<file path="config.mk">
export PLATFORM = sky130hd
export DESIGN_NAME = clipped_blit_row_address_core
export DESIGN_NICKNAME = d
export VERILOG_FILES = /design/src/sv/cbra_pkg.sv /design/src/sv/clipped_blit_row_address_core.sv
export VERILOG_INCLUDE_DIRS = /design/src /design/src/sv
export SDC_FILE = /design/constraint.sdc
export NUM_CORES = 2
export LEC_CHECK = 0
export ABC_AREA = 0
export BUFFER_PORTS_ARGS = -buffer_cell sky130_fd_sc_hd__buf_2
export CAP_MARGIN = 10
export CELL_PAD_IN_SITES_DETAIL_PLACEMENT = 0
export CELL_PAD_IN_SITES_GLOBAL_PLACEMENT = 1
export CORE_MARGIN = 2
export CORE_UTILIZATION = 35
export DETAILED_ROUTE_END_ITERATION = 6
export PLACE_DENSITY_LB_ADDON = 0.1
export SLEW_MARGIN = 20
export SYNTH_ARGS = -nofsm -noshare
export SYNTH_HDL_FRONTEND = slang
export SYNTH_SLANG_ARGS = --single-unit
</file>
<file path="constraint.sdc">
create_clock -name i_clk -period 10.3 [get_ports i_clk]
set_input_delay 2.06 -clock i_clk [delete_from_list [all_inputs] [get_ports i_clk]]
set_output_delay 2.06 -clock i_clk [all_outputs]
set_load 0.05 [all_outputs]
</file>
<file path="src/sv/clipped_blit_row_address_core_defines.svh">
// Assertion macros shared by the row address core.
`ifndef CLIPPED_BLIT_ROW_ADDRESS_CORE_DEFINES_SVH
`define CLIPPED_BLIT_ROW_ADDRESS_CORE_DEFINES_SVH

// Check that cons holds in the same cycle as ante.
`define CBRA_ASSERT_NOW(lbl, clk, rst_n, ante, cons, msg) \
    lbl: assert property (@(posedge clk) disable iff (!(rst_n)) (ante) |-> (cons)) \
        else $error(msg);

// Check that cons holds in the cycle after ante.
`define CBRA_ASSERT_NEXT(lbl, clk, rst_n, ante, cons, msg) \
    lbl: assert property (@(posedge clk) disable iff (!(rst_n)) (ante) |=> (cons)) \
        else $error(msg);

`endif

</file>
<file path="src/sv/cbra_pkg.sv">
// Constants and types of the clipped blit row address core.
package cbra_pkg;

    // Register and result field widths
    localparam int REG_W      = 20;
    localparam int OFF_W      = 42;
    localparam int CNT_W      = 22;
    localparam int ROW_W      = REG_W + 1;
    localparam int PROD_W     = ROW_W + REG_W;
    localparam int SUM_W      = PROD_W + 1;
    localparam int OUT_BITS   = OFF_W + OFF_W + CNT_W + REG_W;
    localparam int OUT_TDATA_W = ((OUT_BITS + 7) / 8) * 8;
    localparam int CFG_IDX_W  = 3;

    typedef logic [CFG_IDX_W-1:0] t_cfg_idx;
    typedef logic [REG_W-1:0]     t_reg;

    // Register indexes
    localparam t_cfg_idx CFG_SRC_WIDTH  = t_cfg_idx'(0);
    localparam t_cfg_idx CFG_SRC_HEIGHT = t_cfg_idx'(1);
    localparam t_cfg_idx CFG_SRC_STRIDE = t_cfg_idx'(2);
    localparam t_cfg_idx CFG_DST_WIDTH  = t_cfg_idx'(3);
    localparam t_cfg_idx CFG_DST_HEIGHT = t_cfg_idx'(4);
    localparam t_cfg_idx CFG_DST_STRIDE = t_cfg_idx'(5);

endpackage

</file>
<file path="src/sv/clipped_blit_row_address_core.sv">
// Row address generator for a clipped rectangle copy between two images.
//
//  channel  | direction | handshake                      | payload
//  ---------+-----------+--------------------------------+-------------------------------
//  s_axis   | in        | s_axis_tvalid / s_axis_tready  | rectangle and row index
//  m_axis   | out       | m_axis_tvalid / m_axis_tready  | offsets, byte count, rows
//  cfg      | in        | i_cfg_valid / o_cfg_ready      | register index and data
//
// Four register stages: source clip, destination clip, stride multiply, final
// offset add. One word enters per cycle while no stall has filled the stages.
// Reset clears the stage valid bits and the configuration registers.
// A stalled output holds its word and the stages behind it fill bubbles first,
// then stop; nothing is dropped or repeated. The config port is always ready.
`include "clipped_blit_row_address_core_defines.svh"

module clipped_blit_row_address_core
    import cbra_pkg::*;
#(
    parameter int COORD_BITS      = 21,
    parameter int BYTES_PER_PIXEL = 4,
    localparam int IN_BITS    = 6 * COORD_BITS + REG_W,
    localparam int IN_TDATA_W = ((IN_BITS + 7) / 8) * 8
) (
    input  logic                   i_clk,
    input  logic                   i_rst_n,
    // dst_x, dst_y, src_x, src_y, req_cols, req_rows, row_index (lowest first)
    input  logic [IN_TDATA_W-1:0]  s_axis_tdata,
    input  logic                   s_axis_tvalid,
    output logic                   s_axis_tready,
    // src_offset, dst_offset, byte_count, clipped_rows (lowest first)
    output logic [OUT_TDATA_W-1:0] m_axis_tdata,
    // row_valid
    output logic [0:0]             m_axis_tuser,
    output logic                   m_axis_tvalid,
    input  logic                   m_axis_tready,
    input  logic                   i_cfg_valid,
    output logic                   o_cfg_ready,
    input  logic [CFG_IDX_W-1:0]   i_cfg_index,
    input  logic [REG_W-1:0]       i_cfg_data
);

    localparam int CW = COORD_BITS;
    localparam int W  = ((CW > 21) ? CW : 21) + 2;
    localparam logic [3:0] BPP_V = 4'(BYTES_PER_PIXEL);

    // Configuration registers
    t_reg r_src_width, r_src_height, r_src_stride;
    t_reg r_dst_width, r_dst_height, r_dst_stride;

    assign o_cfg_ready = 1'b1;

    always_ff @(posedge i_clk) begin
        if (!i_rst_n) begin
            r_src_width  <= '0;
            r_src_height <= '0;
            r_src_stride <= '0;
            r_dst_width  <= '0;
            r_dst_height <= '0;
            r_dst_stride <= '0;
        end else if (i_cfg_valid) begin
            case (i_cfg_index)
                CFG_SRC_WIDTH:  r_src_width  <= i_cfg_data;
                CFG_SRC_HEIGHT: r_src_height <= i_cfg_data;
                CFG_SRC_STRIDE: r_src_stride <= i_cfg_data;
                CFG_DST_WIDTH:  r_dst_width  <= i_cfg_data;
                CFG_DST_HEIGHT: r_dst_height <= i_cfg_data;
                CFG_DST_STRIDE: r_dst_stride <= i_cfg_data;
                default: ;
            endcase
        end
    end

    // Bounds as signed values of the working width
    logic signed [W-1:0] sw_s, sh_s, dw_s, dh_s;
    assign sw_s = $signed({{(W-REG_W){1'b0}}, r_src_width});
    assign sh_s = $signed({{(W-REG_W){1'b0}}, r_src_height});
    assign dw_s = $signed({{(W-REG_W){1'b0}}, r_dst_width});
    assign dh_s = $signed({{(W-REG_W){1'b0}}, r_dst_height});

    // Stage handshake: a stage advances when it is empty or the next one advances
    logic r_v1, r_v2, r_v3, r_v4;
    logic rdy1, rdy2, rdy3, rdy4;
    assign rdy4 = !r_v4 || m_axis_tready;
    assign rdy3 = !r_v3 || rdy4;
    assign rdy2 = !r_v2 || rdy3;
    assign rdy1 = !r_v1 || rdy2;
    assign s_axis_tready = rdy1;

    always_ff @(posedge i_clk) begin
        if (!i_rst_n) begin
            r_v1 <= 1'b0;
            r_v2 <= 1'b0;
            r_v3 <= 1'b0;
            r_v4 <= 1'b0;
        end else begin
            if (rdy1) r_v1 <= s_axis_tvalid;
            if (rdy2) r_v2 <= r_v1;
            if (rdy3) r_v3 <= r_v2;
            if (rdy4) r_v4 <= r_v3;
        end
    end

    // Unpack the input word and sign-extend the coordinates
    logic signed [W-1:0] in_dx, in_dy, in_sx, in_sy, in_cols, in_rows;
    t_reg in_row;
    assign in_dx   = $signed({{(W-CW){s_axis_tdata[1*CW-1]}}, s_axis_tdata[0*CW +: CW]});
    assign in_dy   = $signed({{(W-CW){s_axis_tdata[2*CW-1]}}, s_axis_tdata[1*CW +: CW]});
    assign in_sx   = $signed({{(W-CW){s_axis_tdata[3*CW-1]}}, s_axis_tdata[2*CW +: CW]});
    assign in_sy   = $signed({{(W-CW){s_axis_tdata[4*CW-1]}}, s_axis_tdata[3*CW +: CW]});
    assign in_cols = $signed({{(W-CW){s_axis_tdata[5*CW-1]}}, s_axis_tdata[4*CW +: CW]});
    assign in_rows = $signed({{(W-CW){s_axis_tdata[6*CW-1]}}, s_axis_tdata[5*CW +: CW]});
    assign in_row  = s_axis_tdata[6*CW +: REG_W];

    // ---------------- Stage 1: clip against the source ----------------
    logic signed [W-1:0] n1_xend, n1_sx, n1_cols_a, n1_cols;
    logic signed [W-1:0] n1_yend, n1_sy, n1_rows_a, n1_rows;
    logic                n1_ok;

    always_comb begin
        n1_xend   = in_sx + in_cols;
        n1_sx     = (in_sx < 0) ? '0 : in_sx;
        n1_cols_a = (in_sx < 0) ? in_cols + in_sx : in_cols;
        n1_cols   = (n1_xend > sw_s) ? sw_s - n1_sx : n1_cols_a;
        n1_yend   = in_sy + in_rows;
        n1_sy     = (in_sy < 0) ? '0 : in_sy;
        n1_rows_a = (in_sy < 0) ? in_rows + in_sy : in_rows;
        n1_rows   = (n1_yend > sh_s) ? sh_s - n1_sy : n1_rows_a;
        n1_ok     = !(n1_xend < 0) && !(n1_sx > sw_s) && (n1_cols_a > 0)
                    && !(in_dx > dw_s)
                    && !((n1_xend > sw_s) && (n1_cols < 0))
                    && !(n1_yend < 0) && !(n1_sy > sh_s) && (n1_rows_a > 0)
                    && !(in_dy > dh_s);
    end

    logic signed [W-1:0] r1_dx, r1_dy, r1_cols, r1_rows;
    t_reg                r1_sx, r1_sy, r1_row;
    logic                r1_ok;

    always_ff @(posedge i_clk) begin
        if (rdy1) begin
            r1_dx   <= in_dx;
            r1_dy   <= in_dy;
            r1_cols <= n1_cols;
            r1_rows <= n1_rows;
            r1_sx   <= n1_sx[REG_W-1:0];
            r1_sy   <= n1_sy[REG_W-1:0];
            r1_row  <= in_row;
            r1_ok   <= n1_ok;
        end
    end

    // ---------------- Stage 2: clip against the destination ----------------
    logic signed [W-1:0] n2_dx, n2_cols_b, n2_cols, n2_dy, n2_rows_b, n2_rows;
    logic                n2_ok, n2_row_ok;
    logic [ROW_W-1:0]    n2_sy_row, n2_dy_row;

    always_comb begin
        n2_dx     = (r1_dx < 0) ? '0 : r1_dx;
        n2_cols_b = (r1_dx < 0) ? r1_cols + r1_dx : r1_cols;
        n2_cols   = (n2_dx + n2_cols_b > dw_s) ? dw_s - n2_dx : n2_cols_b;
        n2_dy     = (r1_dy < 0) ? '0 : r1_dy;
        n2_rows_b = (r1_dy < 0) ? r1_rows + r1_dy : r1_rows;
        n2_rows   = (n2_dy + n2_rows_b > dh_s) ? dh_s - n2_dy : n2_rows_b;
        n2_ok     = r1_ok && !(n2_rows < 0) && (n2_cols > 0);
        n2_row_ok = n2_ok && ($signed({{(W-REG_W){1'b0}}, r1_row}) < n2_rows);
        n2_sy_row = {1'b0, r1_sy} + {1'b0, r1_row};
        n2_dy_row = {1'b0, n2_dy[REG_W-1:0]} + {1'b0, r1_row};
    end

    logic [ROW_W-1:0] r2_sy_row, r2_dy_row;
    t_reg             r2_sx, r2_dx, r2_rows;
    logic [REG_W:0]   r2_cols;
    logic             r2_ok, r2_row_ok;

    always_ff @(posedge i_clk) begin
        if (rdy2) begin
            r2_sy_row <= n2_sy_row;
            r2_dy_row <= n2_dy_row;
            r2_sx     <= r1_sx;
            r2_dx     <= n2_dx[REG_W-1:0];
            r2_rows   <= n2_rows[REG_W-1:0];
            r2_cols   <= n2_cols[REG_W:0];
            r2_ok     <= n2_ok;
            r2_row_ok <= n2_row_ok;
        end
    end

    // ---------------- Stage 3: row times stride ----------------
    logic [PROD_W-1:0] r3_so_prod, r3_do_prod;
    t_reg              r3_sx, r3_dx, r3_rows;
    logic [REG_W:0]    r3_cols;
    logic              r3_ok, r3_row_ok;

    always_ff @(posedge i_clk) begin
        if (rdy3) begin
            r3_so_prod <= PROD_W'(r2_sy_row) * PROD_W'(r_src_stride);
            r3_do_prod <= PROD_W'(r2_dy_row) * PROD_W'(r_dst_stride);
            r3_sx      <= r2_sx;
            r3_dx      <= r2_dx;
            r3_rows    <= r2_rows;
            r3_cols    <= r2_cols;
            r3_ok      <= r2_ok;
            r3_row_ok  <= r2_row_ok;
        end
    end

    // ---------------- Stage 4: add column, scale to bytes, blank ----------------
    logic [SUM_W-1:0]   n4_so_sum, n4_do_sum;
    logic [SUM_W+3:0]   n4_so_full, n4_do_full;
    logic [REG_W+4:0]   n4_cnt_full;
    logic [OFF_W-1:0]   n4_src_off, n4_dst_off;
    logic [CNT_W-1:0]   n4_cnt;
    t_reg               n4_rows;

    always_comb begin
        n4_so_sum   = {1'b0, r3_so_prod} + SUM_W'(r3_sx);
        n4_do_sum   = {1'b0, r3_do_prod} + SUM_W'(r3_dx);
        n4_so_full  = (SUM_W+4)'(n4_so_sum) * (SUM_W+4)'(BPP_V);
        n4_do_full  = (SUM_W+4)'(n4_do_sum) * (SUM_W+4)'(BPP_V);
        n4_cnt_full = (REG_W+5)'(r3_cols) * (REG_W+5)'(BPP_V);
        n4_src_off  = r3_row_ok ? n4_so_full[OFF_W-1:0] : '0;
        n4_dst_off  = r3_row_ok ? n4_do_full[OFF_W-1:0] : '0;
        n4_cnt      = r3_row_ok ? n4_cnt_full[CNT_W-1:0] : '0;
        n4_rows     = r3_ok ? r3_rows : '0;
    end

    logic [OFF_W-1:0] r4_src_off, r4_dst_off;
    logic [CNT_W-1:0] r4_cnt;
    t_reg             r4_rows;
    logic             r4_row_ok;

    always_ff @(posedge i_clk) begin
        if (rdy4) begin
            r4_src_off <= n4_src_off;
            r4_dst_off <= n4_dst_off;
            r4_cnt     <= n4_cnt;
            r4_rows    <= n4_rows;
            r4_row_ok  <= r3_row_ok;
        end
    end

    // Drive the output word
    assign m_axis_tvalid = r_v4;
    assign m_axis_tuser  = r4_row_ok;
    assign m_axis_tdata  = {{(OUT_TDATA_W-OUT_BITS){1'b0}},
                            r4_rows, r4_cnt, r4_dst_off, r4_src_off};

    // ---------------- Assertions ----------------
    `CBRA_ASSERT_NOW(a_valid_row_has_rows, i_clk, i_rst_n,
        m_axis_tvalid && r4_row_ok, r4_rows != '0,
        "valid row reported with zero clipped rows")
    `CBRA_ASSERT_NOW(a_blank_invalid_row, i_clk, i_rst_n,
        m_axis_tvalid && !r4_row_ok,
        (r4_src_off == '0) && (r4_dst_off == '0) && (r4_cnt == '0),
        "invalid row carries nonzero offsets or count")
    `CBRA_ASSERT_NOW(a_full_pipe_blocks_input, i_clk, i_rst_n,
        r_v1 && r_v2 && r_v3 && r_v4 && !m_axis_tready, !s_axis_tready,
        "input accepted while every stage is full and stalled")

endmodule

</file>
* Word-level counts from Yosys, hierarchy flattened
Index checks and enable logic that the tools add are counted.
Cells by class: order comparisons 20, reductions and logical operators 35, equal/unequal tests 5, $add $sub $neg 14, $mul 2, multiplexer cells 12
Operators by type and width (number):
- $mux 23 | 12
- $gt 23x21->1 | 4
- $sub 21x23->23 | 4
- $lt 21x1->1 const B | 4
- $add 40x20->40 | 2
- $mul 21x20->40 | 2
- $gt 23x1->1 const B | 3
- $add 23x21->23 | 2
- $add 23x23->23 | 2
- $lt 23x1->1 const B | 2
- $add 21x21->22 | 2
- $gt 22x21->1 | 2
- $lt 22x1->1 const B | 2
- $add 20x20->21 | 2
- $gt 21x21->1 | 2
- $lt 21x23->1 | 1
- $logic_and 1x1->1 | 12
- $logic_not 1->1 | 12
- $reduce_and 2->1 | 6
- $eq 3x2->1 const B | 2
- $eq 3x3->1 const B | 2
- $logic_or 1x1->1 | 4
- $eq 3x1->1 const B | 1
- $logic_not 3->1 | 1
Storage, ports and cells: output and inout port bits 132, input bits 180, bits in registers 686, logic and storage cells 130

* Longest topological paths before layout
depth after elaboration 12, mapped depth 40, depth with buffers taken out 39

* Worst setup path after synthesis
OpenSTA, ideal clock, no wires.
path kind input -> output, start input port m_axis_tready, end output port s_axis_tready, buffers on the path 0, required time 8240 ps, setup slack 2459 ps, arrival time 5781 ps, stages 3, path through nor2b_1 and3_1 nand2_1
On the way: cells in the longest elaborated chain, start to end 4
RTL lines:
- from (decl) | RTL line clipped_blit_row_address_core.sv:35 | input logic m_axis_tready,
- $logic_or 1x1->1 | RTL line clipped_blit_row_address_core.sv:83 | assign rdy4 = !r_v4 || m_axis_tready;
- $logic_or 1x1->1 | RTL line clipped_blit_row_address_core.sv:84 | assign rdy3 = !r_v3 || rdy4;
- $logic_or 1x1->1 | RTL line clipped_blit_row_address_core.sv:85 | assign rdy2 = !r_v2 || rdy3;
- $logic_or 1x1->1 | RTL line clipped_blit_row_address_core.sv:86 | assign rdy1 = !r_v1 || rdy2;
- to (decl) | RTL line clipped_blit_row_address_core.sv:29 | output logic s_axis_tready,
Every way passes these cells.

* Worst setup path in the final report
start register r1_dy[0], end register r2_row_ok, data pin
On the way: cells in the longest elaborated chain, start to end 10, elaborated cells on any way between the ends 14, classes of those cells 3 x add/sub; 4 x order compare; 3 x mux; 4 x reduce/logical
RTL lines:
- from (decl) | RTL line clipped_blit_row_address_core.sv:135 | logic signed [W-1:0] r1_dx, r1_dy, r1_cols, r1_rows;
- from (signal assigned) | RTL line clipped_blit_row_address_core.sv:142 | r1_dy <= in_dy;
- $add 23x21->23 / $lt 21x1->1 (equally long branches) | RTL line clipped_blit_row_address_core.sv:162, clipped_blit_row_address_core.sv:161
- $mux 23 (on tied branches) | RTL line clipped_blit_row_address_core.sv:162, clipped_blit_row_address_core.sv:161
- $add 23x23->23 | RTL line clipped_blit_row_address_core.sv:163 | n2_rows = (n2_dy + n2_rows_b > dh_s) ? dh_s - n2_dy : n2_rows_b;
- $gt 23x21->1 | RTL line clipped_blit_row_address_core.sv:163
- $mux 23 * | RTL line clipped_blit_row_address_core.sv:163
- net n2_rows[12] | RTL line clipped_blit_row_address_core.sv:153 | logic signed [W-1:0] n2_dx, n2_cols_b, n2_cols, n2_dy, n2_rows_b, n2_rows;
- $lt 23x1->1 | RTL line clipped_blit_row_address_core.sv:164 | n2_ok = r1_ok && !(n2_rows < 0) && (n2_cols > 0);
- $logic_not 1->1 | RTL line clipped_blit_row_address_core.sv:164
- $logic_and 1x1->1 (2 in series) | RTL line clipped_blit_row_address_core.sv:164
- $logic_and 1x1->1 * | RTL line clipped_blit_row_address_core.sv:165 | n2_row_ok = n2_ok && ($signed({{(W-REG_W){1'b0}}, r1_row}) < n2_rows);
- net n2_row_ok | RTL line clipped_blit_row_address_core.sv:154 | logic n2_ok, n2_row_ok;
- to (signal assigned) | RTL line clipped_blit_row_address_core.sv:184 | r2_row_ok <= n2_row_ok;
- to (decl) | RTL line clipped_blit_row_address_core.sv:173 | logic r2_ok, r2_row_ok;
Mark *: on every way through the listed nets, which the timed path passes. The rest lies on a longest branch. A chain may end at the register's enable or synchronous reset.

==> reports/summary.md <==
### Cells and area
- fraction of layout cells with a size suffix above 1: 8.086%
- Finished Core Util: 38.93%
- net count reported at finish: 8904
- Synth-to-Final Area Change: 10.55%
- final instance area: 0.07583 mm²
- Final Instance Count excl. Fillers: 10010

### Timing
- slew at the pin closest to its max-slew limit: 1.143 ns
- time the worst path needs with I/O delays and setup: 9.280 ns
- final worst-path cycle share: 90.10%
- Slew HR: 23.83%
- final count of hold timing violations: 0
- setup repair after global routing missed its margin: no
- Peak Freq: 0.1078 GHz
- Final Max Slew Viols: 0
- Total Neg Setup Slack: 0 ns
- Clock Skew: 0.03215 ns
- total of endpoints with negative setup slack in the final report: 0

### Placement
- placed cell count: 9854
- Port Buffers: 296
- Final Wtd Congestion: 0.8678
- total half-perimeter wirelength after legalization and detailed placement: 171900 µm
- placed inst area: 0.07301 mm²

### Power
- Cell Pwr Density: 142.0 mW/mm²
- worst-case vdd ir drop: 0.1560 mV
- static power due to leakage: 34.88 nW
- total power after layout: 0.01077 W

### Detailed routing
- drt drc: 0
- router iterations before antenna repair: 5
- total wire length: 216300 µm
- first-iteration detailed-routing DRC count: 2836
- vias after detailed routing: 49780
- detail-routed net length per standard cell: 21.60 µm
- antenna-violating nets left: 0
- via-per-instance ratio: 4.972

### Global routing
- wire length of the first global-routing pass: 326900 µm
- global-route congestion overflow total: 0
- pin count of the biggest net entering global routing: 128
- via count of the first global-routing pass: 51330
- number of antenna violations at the first check in global routing: 14
- overall track demand over capacity in global routing: 21.87%

### CTS
- CTS clk-pin slew, worst paths: 0.06 ns
- total number of H-tree levels: 3
- cell at the root of the clock tree: sky130_fd_sc_hd__clkbuf_16
- insertion delay to the later sink of the worst-skew pair: 0.74 ns
- post-CTS repair timing setup buffer count: 0
- buffer levels on the longest clock path: 3
- cts bufs inserted: 84
- clock tree from TritonCTS: yes
- post-CTS sizing: 0
- number of sinks handled by clock tree synthesis: 680
- total of hold buffers inserted after clock tree synthesis: 0

### Logic synthesis
- gate count after technology mapping: 7114
- area of the mapped netlist: 0.06859 mm²
- average instance area after synthesis: 9.642 µm²
- number of warnings issued by yosys: 0
- post-synthesis sequential area ratio: 27.96%
- Async SR Flop Fraction: 0%
- Distinct cells, synth: 83
- Post-synth EDFFs: 556
- Post-synth top flop: sky130_fd_sc_hd__edfxtp_1
- flip-flop and latch count after synthesis: 680

### Worst setup path
- critical path class: reg2reg
- signal arrival time at the worst endpoint: 9.80 ns
- total buffers and inverters traversed by the critical path: 2
- kind of launch point of the worst setup path: register
- type of element capturing the critical path: register
- cell with the biggest individual delay on the critical path: sky130_fd_sc_hd__a2111oi_0
- maximum single-stage delay on the critical path: 0.86 ns
- CP max FO: 20
- CP top delay family: compound AO/OA/AOI/OAI gates
- cell repeated most along the worst path: sky130_fd_sc_hd__ha_1
- Data required, critical path: 10.82 ns

### Run
- Max-cap violations: 0

### Outcome
- result of the run: finished, final reports clean

### Floorplanning
- Rows: 162
- io pins: 312
- die width: 446.7 µm
- Total Die Area: 0.1995 mm²
- initial core utilization: 35.21%
- Die Y: 446.7 µm
- core area: 0.1948 mm²

### Worst hold path
- Hold Path Class: reg2reg

cell usage after synthesis, types with 124 or more instances:
master                     instances  area, µm²
sky130_fd_sc_hd__inv_1          1024       3844
sky130_fd_sc_hd__nand2_1         995       3735
sky130_fd_sc_hd__ha_1            720       9009
sky130_fd_sc_hd__fa_1            688      13770
sky130_fd_sc_hd__edfxtp_1        556      16700
sky130_fd_sc_hd__and2_1          403       2521
sky130_fd_sc_hd__a21oi_1         293       1466
sky130_fd_sc_hd__clkbuf_1        251      942.2
sky130_fd_sc_hd__nor2_1          231      867.1
sky130_fd_sc_hd__xnor2_1         212       1857
sky130_fd_sc_hd__o21ai_0         195      975.9
sky130_fd_sc_hd__a21boi_0        150       1126
sky130_fd_sc_hd__a21o_1          129      968.4
sky130_fd_sc_hd__dfxtp_1         124       2482
cells by family (layout without fill, tap and decap cells):
kind of cell    Yosys count  count (layout)  share of synthesized area [%]
xor+xnor                294             294                          3.754
flops                   680             680                          27.96
simple gates           2197            2197                          15.47
compound gates         1145            1145                          11.00
buf+inv                1295            1557                          7.149
other cells               2              15                        0.01095
mux                      93              93                          1.452
fa+ha+maj              1408            1408                          33.21
cells in the final DEF (no fill, tap or decap), drive strengths merged, types with 25 or more instances in the layout:
cell / synthesis / final
a211oi: 41 / 41
nand2: 995 / 995
nand4: 47 / 47
nor2: 231 / 231
nor3: 70 / 70
ha: 720 / 720
nand3: 91 / 91
nand2b: 118 / 118
and2: 403 / 403
o21a: 81 / 81
a31oi: 33 / 33
o21ai: 197 / 197
a21o: 129 / 129
a21boi: 151 / 151
o21bai: 37 / 37
and3: 44 / 44
o31ai: 25 / 25
xor2: 82 / 82
fa: 688 / 688
clkinv: 0 / 40
nor2b: 79 / 79
edfxtp: 556 / 556
a21oi: 295 / 295
xnor2: 212 / 212
dfxtp: 124 / 124
clkbuf: 251 / 95
mux2i: 44 / 44
buf: 20 / 380
or3: 25 / 25
o211ai: 28 / 28
mux2: 49 / 49
inv: 1024 / 1030
per-stage QoR:
step	setup WS [ns]	hold slack [ns]
after global routing	0.2808	0.4238
after global placement	1.238	0.4029
after detailed placement	1.091	0.4045
after floorplan	2.459	0.4003
after CTS	1.011	0.4169
final	1.020	0.4137
cell type report:
type                            instances  area (µm²)
Sequential cell                       680       19180
Multi-Input combinational cell       5146       44570
Fill cell                           19450      119000
Clock buffer                           95        2153
Timing Repair Buffer                  380        2131
Inverter                             1024        3851
Tap cell                             2624        3283
Antenna cell                            6       15.01
Clock inverter                         58       643.1
flip-flops by register name (all words and copies together) (netlist names), 21 cells and up:
name and cells:
r3_do_prod 40, r3_so_prod 40, r4_dst_off 40, r4_src_off 40
r1_cols 23, r1_rows 23, r1_dx 21, r1_dy 21
r2_dy_row 21, r2_sy_row 21
path summary, 6_finish.rpt:
| check | start | to | slack, ns | cells after the start |
|---|---|---|---|---|
| max | r1_dy[0]$_DFFE_PP_ | r2_row_ok$_DFFE_PP_ | 1.02 | 34 |
| min | r2_cols[8]$_DFFE_PP_ | r3_cols[8]$_DFFE_PP_ | 0.41 | 0 |
| max reg2reg | r1_dy[0]$_DFFE_PP_ | r2_row_ok$_DFFE_PP_ | 1.02 | 34 |
| min reg2reg | r2_cols[8]$_DFFE_PP_ | r3_cols[8]$_DFFE_PP_ | 0.41 | 0 |
metal layers:
layer / up-vias / global-route usage [%] / routed length (µm)
met5: - / 0 / 23
met4: 4 / 4.805 / 4090
met3: 182 / 2.696 / 9831
met2: 865 / 36.57 / 101500
met1: 24760 / 30.19 / 100800
li1: 23970 / - / -
power breakdown:
group	internal, W	switching (W)	total (W)
combinational	0.00158	0.00240	0.00398
sequential	0.00344	0.000312	0.00375
clock	0.00171	0.00133	0.00304
total	0.00672	0.00405	0.0108
Power figures use the tool's default switching activity.
